[src/rtl/pidh_pkg.sv]
package pidh_pkg;

  localparam int GAIN_W      = 24;
  localparam int HEAD_W      = 24;
  localparam int DT_W        = 10;
  localparam int LIMIT_W     = 15;
  localparam int DRIVE_W     = 16;
  localparam int ERR_W       = 25;
  localparam int DERR_W      = 26;
  localparam int INTEG_W     = 48;
  localparam int PROD_W      = 49;
  localparam int SUM_W       = 64;
  localparam int TERM_W      = 62;
  localparam int FRAC_BITS   = 20;
  localparam int DRV_FULL_W  = SUM_W - FRAC_BITS;

  // shared divider: 72-bit dividend, 10-bit divisor, 4 quotient bits per cycle
  localparam int DIV_W       = 72;
  localparam int DVSR_W      = 10;
  localparam int DIV_BITS    = 4;
  localparam int DIV_ITER    = DIV_W / DIV_BITS;
  localparam int CNT_W       = $clog2(DIV_ITER);
  localparam int MS_PER_S    = 1000;

  localparam int S_TDATA_W   = 40;
  localparam int M_TDATA_W   = 32;
  localparam int M_TUSER_W   = 2;
  localparam int CFG_ADDR_W  = 3;
  localparam int CFG_DATA_W  = 24;

  localparam logic [GAIN_W-1:0]  RESET_GAIN_P = 24'd314573;
  localparam logic [GAIN_W-1:0]  RESET_GAIN_I = 24'd9437;
  localparam logic [GAIN_W-1:0]  RESET_GAIN_D = 24'd36700;
  localparam logic [HEAD_W-1:0]  RESET_TARGET = 24'd46080;
  localparam logic [LIMIT_W-1:0] RESET_LIMIT  = 15'd25600;

  localparam logic [CFG_ADDR_W-1:0] CFG_GAIN_P = 3'd0;
  localparam logic [CFG_ADDR_W-1:0] CFG_GAIN_I = 3'd1;
  localparam logic [CFG_ADDR_W-1:0] CFG_GAIN_D = 3'd2;
  localparam logic [CFG_ADDR_W-1:0] CFG_TARGET = 3'd3;
  localparam logic [CFG_ADDR_W-1:0] CFG_LIMIT  = 3'd4;

  localparam int OP_W = 4;
  localparam logic [OP_W-1:0] OP_NOP      = 4'd0;
  localparam logic [OP_W-1:0] OP_MAG      = 4'd1;
  localparam logic [OP_W-1:0] OP_MUL_EDT  = 4'd2;
  localparam logic [OP_W-1:0] OP_INTEG    = 4'd3;
  localparam logic [OP_W-1:0] OP_ADD_P    = 4'd4;
  localparam logic [OP_W-1:0] OP_MUL_ILO  = 4'd5;
  localparam logic [OP_W-1:0] OP_MUL_IHI  = 4'd6;
  localparam logic [OP_W-1:0] OP_DIV_SETI = 4'd7;
  localparam logic [OP_W-1:0] OP_DIV      = 4'd8;
  localparam logic [OP_W-1:0] OP_ADD_I    = 4'd9;
  localparam logic [OP_W-1:0] OP_D_X24    = 4'd10;
  localparam logic [OP_W-1:0] OP_DIV_SETD = 4'd11;
  localparam logic [OP_W-1:0] OP_ADD_D    = 4'd12;
  localparam logic [OP_W-1:0] OP_OUT      = 4'd13;

  typedef struct packed {
    logic            load;
    logic [OP_W-1:0] op;
  } cmd_t;

endpackage

[src/rtl/pidh_regs.sv]
module pidh_regs (
  input  logic                                  clk,
  input  logic                                  rst,
  input  logic                                  cfg_we,
  input  logic [pidh_pkg::CFG_ADDR_W-1:0]       cfg_addr,
  input  logic [pidh_pkg::CFG_DATA_W-1:0]       cfg_data,
  output logic [pidh_pkg::GAIN_W-1:0]           gain_p,
  output logic [pidh_pkg::GAIN_W-1:0]           gain_i,
  output logic [pidh_pkg::GAIN_W-1:0]           gain_d,
  output logic signed [pidh_pkg::HEAD_W-1:0]    target_heading,
  output logic [pidh_pkg::LIMIT_W-1:0]          drive_limit
);
  import pidh_pkg::*;

  always_ff @(posedge clk) begin
    if (rst) begin
      gain_p         <= RESET_GAIN_P;
      gain_i         <= RESET_GAIN_I;
      gain_d         <= RESET_GAIN_D;
      target_heading <= RESET_TARGET;
      drive_limit    <= RESET_LIMIT;
    end else if (cfg_we) begin
      unique case (cfg_addr)
        CFG_GAIN_P: gain_p         <= cfg_data[GAIN_W-1:0];
        CFG_GAIN_I: gain_i         <= cfg_data[GAIN_W-1:0];
        CFG_GAIN_D: gain_d         <= cfg_data[GAIN_W-1:0];
        CFG_TARGET: target_heading <= cfg_data[HEAD_W-1:0];
        CFG_LIMIT:  drive_limit    <= cfg_data[LIMIT_W-1:0];
        default: ;
      endcase
    end
  end

endmodule

[src/rtl/pidh_ctrl.sv]
module pidh_ctrl (
  input  logic                 clk,
  input  logic                 rst,
  input  logic                 in_valid,
  output logic                 in_ready,
  output logic                 out_valid,
  input  logic                 out_ready,
  input  logic                 zero_dt,
  output pidh_pkg::cmd_t       cmd
);
  import pidh_pkg::*;

  localparam logic [3:0] S_IDLE     = 4'd0;
  localparam logic [3:0] S_MAG      = 4'd1;
  localparam logic [3:0] S_MUL_EDT  = 4'd2;
  localparam logic [3:0] S_INTEG    = 4'd3;
  localparam logic [3:0] S_ADD_P    = 4'd4;
  localparam logic [3:0] S_MUL_ILO  = 4'd5;
  localparam logic [3:0] S_MUL_IHI  = 4'd6;
  localparam logic [3:0] S_DIV_SETI = 4'd7;
  localparam logic [3:0] S_DIV_I    = 4'd8;
  localparam logic [3:0] S_ADD_I    = 4'd9;
  localparam logic [3:0] S_D_X24    = 4'd10;
  localparam logic [3:0] S_DIV_SETD = 4'd11;
  localparam logic [3:0] S_DIV_D    = 4'd12;
  localparam logic [3:0] S_ADD_D    = 4'd13;
  localparam logic [3:0] S_OUT      = 4'd14;

  localparam logic [CNT_W-1:0] CNT_LAST = CNT_W'(DIV_ITER - 1);

  logic [3:0]       state, state_next;
  logic [CNT_W-1:0] cnt, cnt_next;
  logic             out_valid_next;

  always_comb begin
    state_next = state;
    cnt_next   = '0;
    cmd        = '0;
    unique case (state)
      S_IDLE: begin
        if (in_valid) begin
          cmd.load   = 1'b1;
          state_next = S_MAG;
        end
      end
      S_MAG: begin
        cmd.op     = OP_MAG;
        state_next = S_MUL_EDT;
      end
      S_MUL_EDT: begin
        cmd.op     = OP_MUL_EDT;
        state_next = S_INTEG;
      end
      S_INTEG: begin
        cmd.op     = OP_INTEG;
        state_next = S_ADD_P;
      end
      S_ADD_P: begin
        cmd.op     = OP_ADD_P;
        state_next = S_MUL_ILO;
      end
      S_MUL_ILO: begin
        cmd.op     = OP_MUL_ILO;
        state_next = S_MUL_IHI;
      end
      S_MUL_IHI: begin
        cmd.op     = OP_MUL_IHI;
        state_next = S_DIV_SETI;
      end
      S_DIV_SETI: begin
        cmd.op     = OP_DIV_SETI;
        state_next = S_DIV_I;
      end
      S_DIV_I: begin
        cmd.op = OP_DIV;
        if (cnt == CNT_LAST) begin
          state_next = S_ADD_I;
        end else begin
          cnt_next = cnt + 1'b1;
        end
      end
      S_ADD_I: begin
        cmd.op     = OP_ADD_I;
        state_next = zero_dt ? S_OUT : S_D_X24;
      end
      S_D_X24: begin
        cmd.op     = OP_D_X24;
        state_next = S_DIV_SETD;
      end
      S_DIV_SETD: begin
        cmd.op     = OP_DIV_SETD;
        state_next = S_DIV_D;
      end
      S_DIV_D: begin
        cmd.op = OP_DIV;
        if (cnt == CNT_LAST) begin
          state_next = S_ADD_D;
        end else begin
          cnt_next = cnt + 1'b1;
        end
      end
      S_ADD_D: begin
        cmd.op     = OP_ADD_D;
        state_next = S_OUT;
      end
      S_OUT: begin
        // hold until the output register is free
        if (!out_valid || out_ready) begin
          cmd.op     = OP_OUT;
          state_next = S_IDLE;
        end
      end
      default: state_next = S_IDLE;
    endcase
  end

  always_comb begin
    if (cmd.op == OP_OUT) begin
      out_valid_next = 1'b1;
    end else if (out_ready) begin
      out_valid_next = 1'b0;
    end else begin
      out_valid_next = out_valid;
    end
  end

  assign in_ready = (state == S_IDLE);

  always_ff @(posedge clk) begin
    if (rst) begin
      state     <= S_IDLE;
      cnt       <= '0;
      out_valid <= 1'b0;
    end else begin
      state     <= state_next;
      cnt       <= cnt_next;
      out_valid <= out_valid_next;
    end
  end

endmodule

[src/rtl/pidh_datapath.sv]
module pidh_datapath (
  input  logic                                  clk,
  input  logic                                  rst,
  input  pidh_pkg::cmd_t                        cmd,
  input  logic [pidh_pkg::S_TDATA_W-1:0]        in_data,
  input  logic [pidh_pkg::GAIN_W-1:0]           gain_p,
  input  logic [pidh_pkg::GAIN_W-1:0]           gain_i,
  input  logic [pidh_pkg::GAIN_W-1:0]           gain_d,
  input  logic signed [pidh_pkg::HEAD_W-1:0]    target_heading,
  input  logic [pidh_pkg::LIMIT_W-1:0]          drive_limit,
  output logic                                  zero_dt,
  output logic [pidh_pkg::DRIVE_W-1:0]          left_drive,
  output logic [pidh_pkg::DRIVE_W-1:0]          right_drive,
  output logic                                  clamped,
  output logic                                  zero_interval
);
  import pidh_pkg::*;

  // item registers
  logic signed [ERR_W-1:0]   e;
  logic signed [DERR_W-1:0]  de;
  logic [DT_W-1:0]           dt;
  logic [ERR_W-1:0]          e_mag;
  logic [ERR_W-1:0]          de_mag;
  logic [INTEG_W-1:0]        im;
  logic                      i_neg;
  logic [PROD_W-1:0]         prod;
  logic [PROD_W+4:0]         t24;
  logic [DIV_W-1:0]          quo;
  logic [DVSR_W-1:0]         rem;
  logic [DVSR_W-1:0]         divisor;
  logic signed [SUM_W-1:0]   sum;

  // loop state
  logic signed [ERR_W-1:0]   last_error;
  logic signed [INTEG_W-1:0] integral;

  logic signed [HEAD_W-1:0]  sample;
  logic [DT_W-1:0]           dt_in;
  logic signed [ERR_W-1:0]   e_in;
  logic signed [DERR_W-1:0]  de_in;

  logic [GAIN_W-1:0]         mul_a;
  logic [ERR_W-1:0]          mul_b;
  logic [PROD_W-1:0]         mul_res;
  logic                      prod_we;

  logic [PROD_W-1:0]         integ_ext;
  logic signed [INTEG_W:0]   integ_sum;
  logic signed [INTEG_W-1:0] integ_sat;

  logic [DIV_W-1:0]          q_next;
  logic [DVSR_W-1:0]         r_next;
  logic [DVSR_W:0]           r_try;

  logic                      term_big;
  logic [TERM_W-1:0]         term;
  logic signed [SUM_W-1:0]   term_ext;

  logic signed [DRV_FULL_W-1:0] drive_full;
  logic signed [DRV_FULL_W-1:0] lim_pos;
  logic signed [DRV_FULL_W-1:0] lim_neg;
  logic signed [DRV_FULL_W-1:0] drive_sel;
  logic                         clamp_hit;

  assign sample = in_data[HEAD_W-1:0];
  assign dt_in  = in_data[HEAD_W +: DT_W];
  assign e_in   = ERR_W'(target_heading) - ERR_W'(sample);
  assign de_in  = DERR_W'(e_in) - DERR_W'(last_error);

  // shared multiplier, operands picked by step
  always_comb begin
    mul_a   = gain_d;
    mul_b   = de_mag;
    prod_we = 1'b0;
    case (cmd.op)
      OP_MUL_EDT: begin
        mul_a   = GAIN_W'(dt);
        mul_b   = e_mag;
        prod_we = 1'b1;
      end
      OP_INTEG: begin
        mul_a   = gain_p;
        mul_b   = e_mag;
        prod_we = 1'b1;
      end
      OP_MUL_ILO: begin
        mul_a   = gain_i;
        mul_b   = ERR_W'(im[GAIN_W-1:0]);
        prod_we = 1'b1;
      end
      OP_MUL_IHI: begin
        mul_a   = gain_i;
        mul_b   = ERR_W'(im[INTEG_W-1:GAIN_W]);
        prod_we = 1'b1;
      end
      OP_ADD_I: begin
        prod_we = 1'b1;
      end
      default: ;
    endcase
  end

  assign mul_res = PROD_W'(mul_a) * PROD_W'(mul_b);

  // integral update, saturating at 48 bits
  assign integ_ext = prod;
  always_comb begin
    if (e[ERR_W-1]) begin
      integ_sum = (INTEG_W+1)'(integral) - $signed(integ_ext);
    end else begin
      integ_sum = (INTEG_W+1)'(integral) + $signed(integ_ext);
    end
    if (integ_sum[INTEG_W] != integ_sum[INTEG_W-1]) begin
      integ_sat = integ_sum[INTEG_W] ? {1'b1, {(INTEG_W-1){1'b0}}}
                                     : {1'b0, {(INTEG_W-1){1'b1}}};
    end else begin
      integ_sat = integ_sum[INTEG_W-1:0];
    end
  end

  // restoring divider, DIV_BITS quotient bits per cycle
  always_comb begin
    q_next = quo;
    r_next = rem;
    r_try  = '0;
    for (int k = 0; k < DIV_BITS; k++) begin
      r_try  = {r_next, q_next[DIV_W-1]};
      q_next = {q_next[DIV_W-2:0], 1'b0};
      if (r_try >= {1'b0, divisor}) begin
        r_try     = r_try - {1'b0, divisor};
        q_next[0] = 1'b1;
      end
      r_next = r_try[DVSR_W-1:0];
    end
  end

  // term saturates at 2^61
  assign term_big = (|quo[DIV_W-1:TERM_W]) || (quo[TERM_W-1] && (|quo[TERM_W-2:0]));
  assign term     = term_big ? {1'b1, {(TERM_W-1){1'b0}}} : quo[TERM_W-1:0];
  assign term_ext = SUM_W'(term);

  // scale from Q20 (arithmetic shift floors) and clamp
  assign drive_full = sum[SUM_W-1:FRAC_BITS];
  assign lim_pos    = DRV_FULL_W'(drive_limit);
  assign lim_neg    = -lim_pos;
  always_comb begin
    drive_sel = drive_full;
    clamp_hit = 1'b0;
    if (drive_full > lim_pos) begin
      drive_sel = lim_pos;
      clamp_hit = 1'b1;
    end else if (drive_full < lim_neg) begin
      drive_sel = lim_neg;
      clamp_hit = 1'b1;
    end
  end

  always_ff @(posedge clk) begin
    if (rst) begin
      last_error <= '0;
      integral   <= '0;
    end else if (cmd.op == OP_INTEG) begin
      last_error <= e;
      integral   <= integ_sat;
    end
  end

  always_ff @(posedge clk) begin
    if (cmd.load) begin
      e       <= e_in;
      de      <= de_in;
      dt      <= dt_in;
      zero_dt <= (dt_in == '0);
    end
    if (prod_we) begin
      prod <= mul_res;
    end
    case (cmd.op)
      OP_MAG: begin
        e_mag  <= e[ERR_W-1] ? ERR_W'(-e) : ERR_W'(e);
        de_mag <= de[DERR_W-1] ? ERR_W'(-de) : de[ERR_W-1:0];
      end
      OP_ADD_P: begin
        sum   <= e[ERR_W-1] ? -SUM_W'(prod) : SUM_W'(prod);
        im    <= integral[INTEG_W-1] ? INTEG_W'(-integral) : INTEG_W'(integral);
        i_neg <= integral[INTEG_W-1];
      end
      OP_MUL_IHI: begin
        quo <= DIV_W'(prod);
      end
      OP_DIV_SETI: begin
        quo     <= quo + {prod[PROD_W-2:0], {GAIN_W{1'b0}}};
        rem     <= '0;
        divisor <= DVSR_W'(MS_PER_S);
      end
      OP_DIV: begin
        quo <= q_next;
        rem <= r_next;
      end
      OP_ADD_I: begin
        sum <= i_neg ? sum - term_ext : sum + term_ext;
      end
      OP_D_X24: begin
        t24 <= {1'b0, prod, 4'b0} + {2'b0, prod, 3'b0};
      end
      OP_DIV_SETD: begin
        quo     <= DIV_W'({prod, 10'b0} - {5'b0, t24});
        rem     <= '0;
        divisor <= dt;
      end
      OP_ADD_D: begin
        sum <= de[DERR_W-1] ? sum - term_ext : sum + term_ext;
      end
      OP_OUT: begin
        left_drive    <= drive_sel[DRIVE_W-1:0];
        right_drive   <= DRIVE_W'(-drive_sel);
        clamped       <= clamp_hit;
        zero_interval <= zero_dt;
      end
      default: ;
    endcase
  end

endmodule

[src/rtl/pid_heading_controller_core.sv]
// channel   direction  handshake                     payload
// s_axis    in         s_axis_tvalid/s_axis_tready  tdata: heading_sample, interval_ms
// m_axis    out        m_axis_tvalid/m_axis_tready  tdata: left/right drive; tuser: flags
// cfg       in         cfg_we (no wait)              cfg_addr, cfg_data
//
// One item at a time, with two passes of the shared 4-bit-per-cycle divider
// (integral /1000, derivative /dt); zero interval_ms skips the derivative pass.
// Sync reset restores default registers, clears last error and integral.
// A finished item waits in the output register; the next item is accepted
// meanwhile and the sequencer holds before its output write until it drains.
module pid_heading_controller_core (
  input  logic                                clk,
  input  logic                                rst,
  input  logic                                s_axis_tvalid,
  output logic                                s_axis_tready,
  // [23:0] heading_sample, [33:24] interval_ms, [39:34] zero
  input  logic [pidh_pkg::S_TDATA_W-1:0]      s_axis_tdata,
  output logic                                m_axis_tvalid,
  input  logic                                m_axis_tready,
  // [15:0] left_drive, [31:16] right_drive
  output logic [pidh_pkg::M_TDATA_W-1:0]      m_axis_tdata,
  // [0] clamped, [1] zero_interval
  output logic [pidh_pkg::M_TUSER_W-1:0]      m_axis_tuser,
  input  logic                                cfg_we,
  input  logic [pidh_pkg::CFG_ADDR_W-1:0]     cfg_addr,
  input  logic [pidh_pkg::CFG_DATA_W-1:0]     cfg_data
);
  import pidh_pkg::*;

  logic [GAIN_W-1:0]        gain_p;
  logic [GAIN_W-1:0]        gain_i;
  logic [GAIN_W-1:0]        gain_d;
  logic signed [HEAD_W-1:0] target_heading;
  logic [LIMIT_W-1:0]       drive_limit;
  cmd_t                     cmd;
  logic                     zero_dt;
  logic [DRIVE_W-1:0]       left_drive;
  logic [DRIVE_W-1:0]       right_drive;
  logic                     clamped;
  logic                     zero_interval;

  pidh_regs u_regs (
    .clk            (clk),
    .rst            (rst),
    .cfg_we         (cfg_we),
    .cfg_addr       (cfg_addr),
    .cfg_data       (cfg_data),
    .gain_p         (gain_p),
    .gain_i         (gain_i),
    .gain_d         (gain_d),
    .target_heading (target_heading),
    .drive_limit    (drive_limit)
  );

  pidh_ctrl u_ctrl (
    .clk       (clk),
    .rst       (rst),
    .in_valid  (s_axis_tvalid),
    .in_ready  (s_axis_tready),
    .out_valid (m_axis_tvalid),
    .out_ready (m_axis_tready),
    .zero_dt   (zero_dt),
    .cmd       (cmd)
  );

  pidh_datapath u_datapath (
    .clk            (clk),
    .rst            (rst),
    .cmd            (cmd),
    .in_data        (s_axis_tdata),
    .gain_p         (gain_p),
    .gain_i         (gain_i),
    .gain_d         (gain_d),
    .target_heading (target_heading),
    .drive_limit    (drive_limit),
    .zero_dt        (zero_dt),
    .left_drive     (left_drive),
    .right_drive    (right_drive),
    .clamped        (clamped),
    .zero_interval  (zero_interval)
  );

  assign m_axis_tdata = {right_drive, left_drive};
  assign m_axis_tuser = {zero_interval, clamped};

endmodule

[config.mk]
export PLATFORM = sky130hd
export DESIGN_NAME = pid_heading_controller_core
export DESIGN_NICKNAME = d
export VERILOG_FILES = /design/src/rtl/pidh_pkg.sv /design/src/rtl/pidh_regs.sv /design/src/rtl/pidh_ctrl.sv /design/src/rtl/pidh_datapath.sv /design/src/rtl/pid_heading_controller_core.sv
export SDC_FILE = /design/constraint.sdc
export NUM_CORES = 2
export LEC_CHECK = 0
export BUFFER_PORTS_ARGS = -buffer_cell sky130_fd_sc_hd__buf_2
export CAP_MARGIN = 20
export CORE_ASPECT_RATIO = 1.5
export CORE_MARGIN = 2
export CORE_UTILIZATION = 25
export CTS_BUF_LIST = sky130_fd_sc_hd__clkbuf_8
export CTS_CLUSTER_DIAMETER = 30
export DETAILED_ROUTE_END_ITERATION = 8
export PLACE_DENSITY_LB_ADDON = 0.3
export SLEW_MARGIN = 20
export SYNTH_ARGS = -nofsm -noshare
export SYNTH_HDL_FRONTEND = slang
export SYNTH_SLANG_ARGS = --single-unit
[constraint.sdc]
create_clock -name clk -period 13.69 [get_ports clk]
set_clock_uncertainty 0.2 [all_clocks]
set_input_delay 1.369 -clock clk [delete_from_list [all_inputs] [get_ports clk]]
set_output_delay 1.369 -clock clk [all_outputs]
set_load 0.02 [all_outputs]
Yosys cells after proc, flatten, opt, wreduce, memory -nomap -nowiden
Index checks and enable logic that the tools add are counted.
- bits in registers: 648
- input port bits: 72
- output and inout port bits: 36
- word-level logic and storage cells: 161
- $add $sub $neg: 20
- multiply operators: 1
- order comparisons: 6
- equality and inequality tests: 37
- mux-type cells: 40
- bitwise operators: 1
- reduce and logical (&&, ||, !) cells: 26
- operators by type and width (kind ; count):
    72-bit case mux with 4 select lines ; 1
    64-bit 2-to-1 mux ; 3
    64-bit case mux with 3 select lines ; 1
    48-bit 2-to-1 mux ; 2
    25-bit case mux with 3 select lines ; 1
    72-bit adder ; 1
    24-bit case mux with 3 select lines ; 1
    64-bit by 63-bit adder with 64-bit output ; 1
    49-bit negator with 64-bit output ; 1
    64-bit by 63-bit subtractor with 64-bit output ; 1
    62-bit 2-to-1 mux ; 1
    61-bit OR reduction ; 1
    4-bit case mux with 15 select lines ; 1
    59-bit by 54-bit subtractor with 60-bit output ; 1
    53-bit by 52-bit adder with 54-bit output ; 1
    4-bit equality test, second input constant ; 13
    4-bit case mux with 13 select lines ; 1
    25-bit negator ; 2
    48-bit by 49-bit adder with 49-bit output ; 1
    24-bit by 25-bit multiplier with 49-bit output ; 1
    49-bit 2-to-1 mux ; 1
    48-bit by 49-bit subtractor with 49-bit output ; 1
    48-bit negator ; 1
    47-bit 2-to-1 mux ; 1
    43 further kinds ; 91

Longest topological paths before layout
- depth in word-level cells: 9
- depth in mapped cells: 46
- depth with buffers taken out: 43

Modules after synthesis
From an unflattened synthesis, not the netlist that was laid out.
- cells, all modules: 8146
- area total of the unflattened synthesis: 71263.3 sq um
- by module, submodules not included (module ; times used ; cells each ; area an instance (sq um) ; seq. area each (sq um)):
    pidh_datapath ; 1 ; 7667 ; 66246.0 ; 14974.4
    pidh_regs ; 1 ; 410 ; 4411.7 ; 2222.1
    pidh_ctrl ; 1 ; 67 ; 590.6 ; 200.2
    pid_heading_controller_core ; 1 ; 2 ; 15.0 ; 0.0

Worst setup path before layout
No wires, ideal clock.
- path kind: reg-to-reg
- start: reg u_datapath.divisor[1]
- end: reg u_datapath.rem[2], data pin
- library setup time: 284 ps
- arrival time: 9118 ps
- data required time: 13206 ps
- path slack: 4088 ps
- cell stages (with the launch flop): 45
- buffers on the path: 3
- clock period less this slack: 9602 ps
- cell sequence: edfxtp_1 > inv_1 > ha_1 > nor2b_1 > o21bai_1 > a21oi_1 > o211a_1 > nor3_1 > clkbuf_1 > mux2_2 > ha_1 > o21ai_0 > a211oi_1 > a211oi_1 > o41ai_1 > a21oi_1 > o21ai_1 > clkbuf_1 > [9 not listed] > o21ai_0 > nand2_1 > nand2_1 > mux2_2 > inv_1 > ha_1 > nor2b_1 > o21ai_0 > a21boi_0 > o21ai_0 > a21boi_0 > o21ai_0 > nand2_1 > a21o_1 > a21o_1 > a221oi_1 > clkbuf_1 > o31ai_1
- cells in the longest elaborated chain, start to end: 9
- elaborated cells between the ends (all ways): 13
- classes of those cells: 4 x add/sub; 4 x order compare; 5 x mux
- ends and longest elaborated chain (element ; line ; RTL):
    from (decl) ; pidh_datapath.sv:31 ; logic [DVSR_W-1:0] divisor;
    from (signal assigned) ; pidh_datapath.sv:195 ; divisor <= DVSR_W'(MS_PER_S);
    from (signal assigned) ; pidh_datapath.sv:210 ; divisor <= dt;
    10-bit subtractor or 11-bit by 10-bit >= comparator with 1-bit output (tied branches) ; pidh_datapath.sv:131, pidh_datapath.sv:130 ;
    10-bit 2-to-1 mux ; pidh_datapath.sv:130 ; if (r_try >= {1'b0, divisor}) begin
    10-bit subtractor or 11-bit by 10-bit >= comparator with 1-bit output (tied branches) ; pidh_datapath.sv:131, pidh_datapath.sv:130 ;
    10-bit 2-to-1 mux ; pidh_datapath.sv:130 ;
    10-bit subtractor or 11-bit by 10-bit >= comparator with 1-bit output (tied branches) ; pidh_datapath.sv:131, pidh_datapath.sv:130 ;
    10-bit 2-to-1 mux ; pidh_datapath.sv:130 ;
    11-bit by 10-bit >= comparator with 1-bit output or 10-bit subtractor (tied branches) ; pidh_datapath.sv:130, pidh_datapath.sv:131 ;
    10-bit 2-to-1 mux (*) ; pidh_datapath.sv:130 ;
    10-bit case mux with 2 select lines (*) ; pidh_datapath.sv:179 ; case (cmd.op)
    to (signal assigned) ; pidh_datapath.sv:199 ; rem <= r_next;
    to (decl) ; pidh_datapath.sv:30 ; logic [DVSR_W-1:0] rem;
Every way passes the cells marked *; elsewhere a longest branch is shown, timed or not.
A chain may end at the register's enable or synchronous reset.

Worst setup path in the final report
- start: reg u_ctrl.state[1]
- end: reg u_datapath.prod[48], in the netlist u_datapath.integ_ext[48], data pin
- cells in the longest elaborated chain, start to end: 7
- elaborated cells between the ends (all ways): 25
- classes of those cells: 1 x mul; 18 x eq/ne; 3 x mux; 3 x reduce/logical
- ends and longest elaborated chain (element ; line ; RTL):
    from (decl) ; pidh_ctrl.sv:31 ; logic [3:0] state, state_next;
    from (signal assigned) ; pidh_ctrl.sv:135 ; state <= state_next;
    4-bit equality test ; pidh_ctrl.sv:39 ; unique case (state)
    2-bit OR reduction (no line) ; n/a ;
    4-bit case mux with 13 select lines (*) ; pidh_ctrl.sv:39 ;
    4-bit by 3-bit equality test with 1-bit output or 4-bit by 2-bit equality test with 1-bit output (tied branches) ; pidh_datapath.sv:76 ; case (cmd.op)
    2-bit OR reduction (no line) ; n/a ;
    24-bit case mux with 3 select lines or 25-bit case mux with 3 select lines (tied branches) ; pidh_datapath.sv:76 ;
    24-bit by 25-bit multiplier with 49-bit output (*) ; pidh_datapath.sv:104 ; assign mul_res = PROD_W'(mul_a) * PROD_W'(mul_b);
    named net u_datapath.mul_res[48] ; pidh_datapath.sv:45 ; logic [PROD_W-1:0] mul_res;
    to (signal assigned) ; pidh_datapath.sv:177 ; prod <= mul_res;
    to (decl) ; pidh_datapath.sv:27 ; logic [PROD_W-1:0] prod;
Mark *: on every way through the listed nets, which the timed path passes. The rest lies on a longest branch.

==> reports/metrics.yaml <==
sta:
  max_slew.worst_pin.slew_ps: 1140
  rsz0062_at_grt: "no"
  report.final.setup_viol: 0
  final.min_clock_period_ps: 11310
  holdWs_ps: 252
  totalNegativeSetupSlack_ps: 0
  fmax_mhz: 88.4
  timing.final.ws_setup_ps: 2380
  timing_max_transition_violations_final: 0
  hold_viol: 0
  fin_crit_sh: 0.826
  worst_slew_margin_rel: 0.235
cts:
  root_buffer: "clkbuf_8"
  ctsResizeCount: 0
  clock_sinks: 644
  max-clock-path-buffers: 4
  clk_pin_slew_worst_setup_hold_paths_ps: 50
  numCtsBuffers: 180
  holdBufCountCts: 0
  ctsHtreeMaxLevel: 4
  cts_post_setup_buffers_inserted: 0
  tritoncts: "yes"
  clk-insertion-delay-late_ps: 960
placement:
  gp_congestion: 0.959
  place.port_buffers: 101
  place_ws_ps: 2490
  dp.final_hpwl_mm: 229
logic_synthesis:
  synth.yosys.seq_area_share: 0.240
  synth_cells: 8579
  syn-mean-instance-area_um2: 8.43
  synth-warning-count: 0
  yosys.cell_types.count: 96
  syn_nets: 9859
  synth_seq_cells: 644
  synthArstFlopShare: 0
  synth-edff-count: 450
  synthesis.area_mm2: 0.0724
  ys.flop_type: "edfxtp_1"
route:
  post_drt_wl_per_cell_um: 23.0
  detail_route.wirelength_mm: 290
  total_via_count_in_the_routed_design: 63800
  postRouteAntennaNets: 0
  drc: 0
  via_per_inst: 5.07
  drt_pass1_iterations: 6
  detail_route.iter0.violations: 4577
finish:
  area_growth_syn_to_layout_pct: 13.0
  layout.cells.most_common_list: "nand2_1 (1,064), inv_1 (1,019), nor2_1 (706)"
  mostFrequentLayoutCell: "nand2_1"
  layout_cell_share_with_drive_strength_beyond_1: 0.0802
  area_of_combinational_cells_with_multiple_inputs_mm2: 0.0501
  n_fill_cell: 30900
  final_net_count: 9935
  area.sequential_mm2: 0.0174
worst_setup_path:
  worst-endpoint-arrival_ps: 11710
  reg2reg_slack_ps: 2380
  critical_path.endpoint: "u_datapath.integ_ext[48]"
  worstSetupPathType: "reg -> reg"
  crit_path_start: "u_ctrl.state[1]"
  worst_path_max_delay_cell: "dfxtp_1"
  r2r_start: "u_ctrl.state[1]"
  startpoint_type: "register"
  critical_path.max_fanout: 41
  reg2regPathDepth: 33
  crit_path_end_kind: "register"
  critical-path-top-cell-by-count: "fa_1"
  slowest_delay_ps: 810
  worst-endpoint-required_ps: 14100
  rr_endpoint: "u_datapath.integ_ext[48]"
hold_path:
  min-delay-path-class: "reg -> reg"
  whs_path_depth: 2
grt:
  first_global_vias: 65700
  grt_use_total: 0.192
  number_of_antenna_violations_at_the_first_check_in_global_routing: 26
  residual_overflow_from_global_routing: 0
  grt_first_pass_wirelength_mm: 426
  grt_max_degree: 99
die:
  core_region_area_mm2: 0.288
  die_h_um: 663
  horizontal_die_dimension_um: 443
  num_rows: 241
  boundaryPins: 108
  initial_core_utilization: 0.252
  die-area_mm2: 0.294
flow_run:
  max_cap_viol_count: 0
status:
  status: "finished clean"
==> routing by layer <==
metal	wire (um)	share of wire	GRT usage
met3	14700	0.051	0.0254
met5	12	0.000041	0
met2	145000	0.50	0.346
met4	21200	0.073	0.122
met1	109000	0.38	0.212
==> critical path: cells and delay by family, from the launching register on <==
family	cells	cell delay [ps]
AO/OA/AOI/OAI	12	3000
AND/OR/NAND/NOR	4	1300
adder cells (fa/ha/maj)	8	3970
XOR/XNOR	1	90
buffers and inverters	8	1570
flip-flops	1	810
==> cell families after synthesis <==
family | after synthesis | share of synthesized area
AO/OA/AOI/OAI | 2031 | 0.179
XOR/XNOR | 543 | 0.0657
adder cells (fa/ha/maj) | 1211 | 0.263
buffers and inverters | 1373 | 0.0714
flip-flops | 644 | 0.240
multiplexers | 58 | 0.00844
AND/OR/NAND/NOR | 2719 | 0.173
==> flip-flops by register name, summed over array words and instances (netlist names), 26 cells and up <==
register              count
u_datapath.integral      48
u_datapath.sum           64
u_datapath.im            48
u_datapath.de            26
u_datapath.t24           51
u_datapath.integ_ext     49
u_datapath.quo           72
==> per-stage QoR <==
step,cells,area [um2],utilization
2_1_floorplan,8579,72400,-
3_3_place_gp,12200,77700,0.270
3_5_place_dp,12200,77700,0.270
4_1_cts,12600,81700,0.284
5_1_grt,12600,81700,0.284
6_report,12600,81700,0.284
==> worst min-delay path by stage <==
stage	startpoint	to	slack, ps
3_3_place_gp	u_regs.gain_d[23]	u_regs.gain_d[23]	240
5_1_grt	u_regs.gain_d[20]	u_regs.gain_d[20]	270
6_report	u_datapath.last_error[13]	u_datapath.last_error[13]	250
2_1_floorplan	u_datapath.de[0]	u_datapath.de_mag[0]	230
4_1_cts	u_regs.gain_d[19]	u_regs.gain_d[19]	250
3_5_place_dp	u_regs.gain_d[19]	u_regs.gain_d[19]	250
==> cells in the mapped netlist (92+ instances only) <==
cell type | number | area share
nand2_1 | 1067 | 0.055
inv_1 | 996 | 0.052
nor2_1 | 716 | 0.037
ha_1 | 693 | 0.12
a21oi_1 | 624 | 0.043
fa_1 | 515 | 0.14
edfxtp_1 | 450 | 0.19
o21ai_0 | 449 | 0.031
xnor2_1 | 449 | 0.054
clkbuf_1 | 356 | 0.018
dfxtp_1 | 194 | 0.054
a21o_1 | 183 | 0.019
nand3_1 | 138 | 0.0095
nor3_1 | 133 | 0.0092
xor2_1 | 94 | 0.011
nor2b_1 | 92 | 0.0080
o21a_1 | 92 | 0.0095
==> area by class of cell <==
class / count / share of cell area
flip-flops and latches: 644 / 0.213
inverters: 997 / 0.0458
repair buffers: 270 / 0.0222
diodes: 11 / 0.000337
clock buffers: 194 / 0.0327
multi-input cells: 6562 / 0.613
well taps: 3766 / 0.0576
clock inverters: 128 / 0.0155
Power is left out: the tool's default activity adds up to more than one toggle a clock period on the data nets, which glitch-free logic cannot reach.
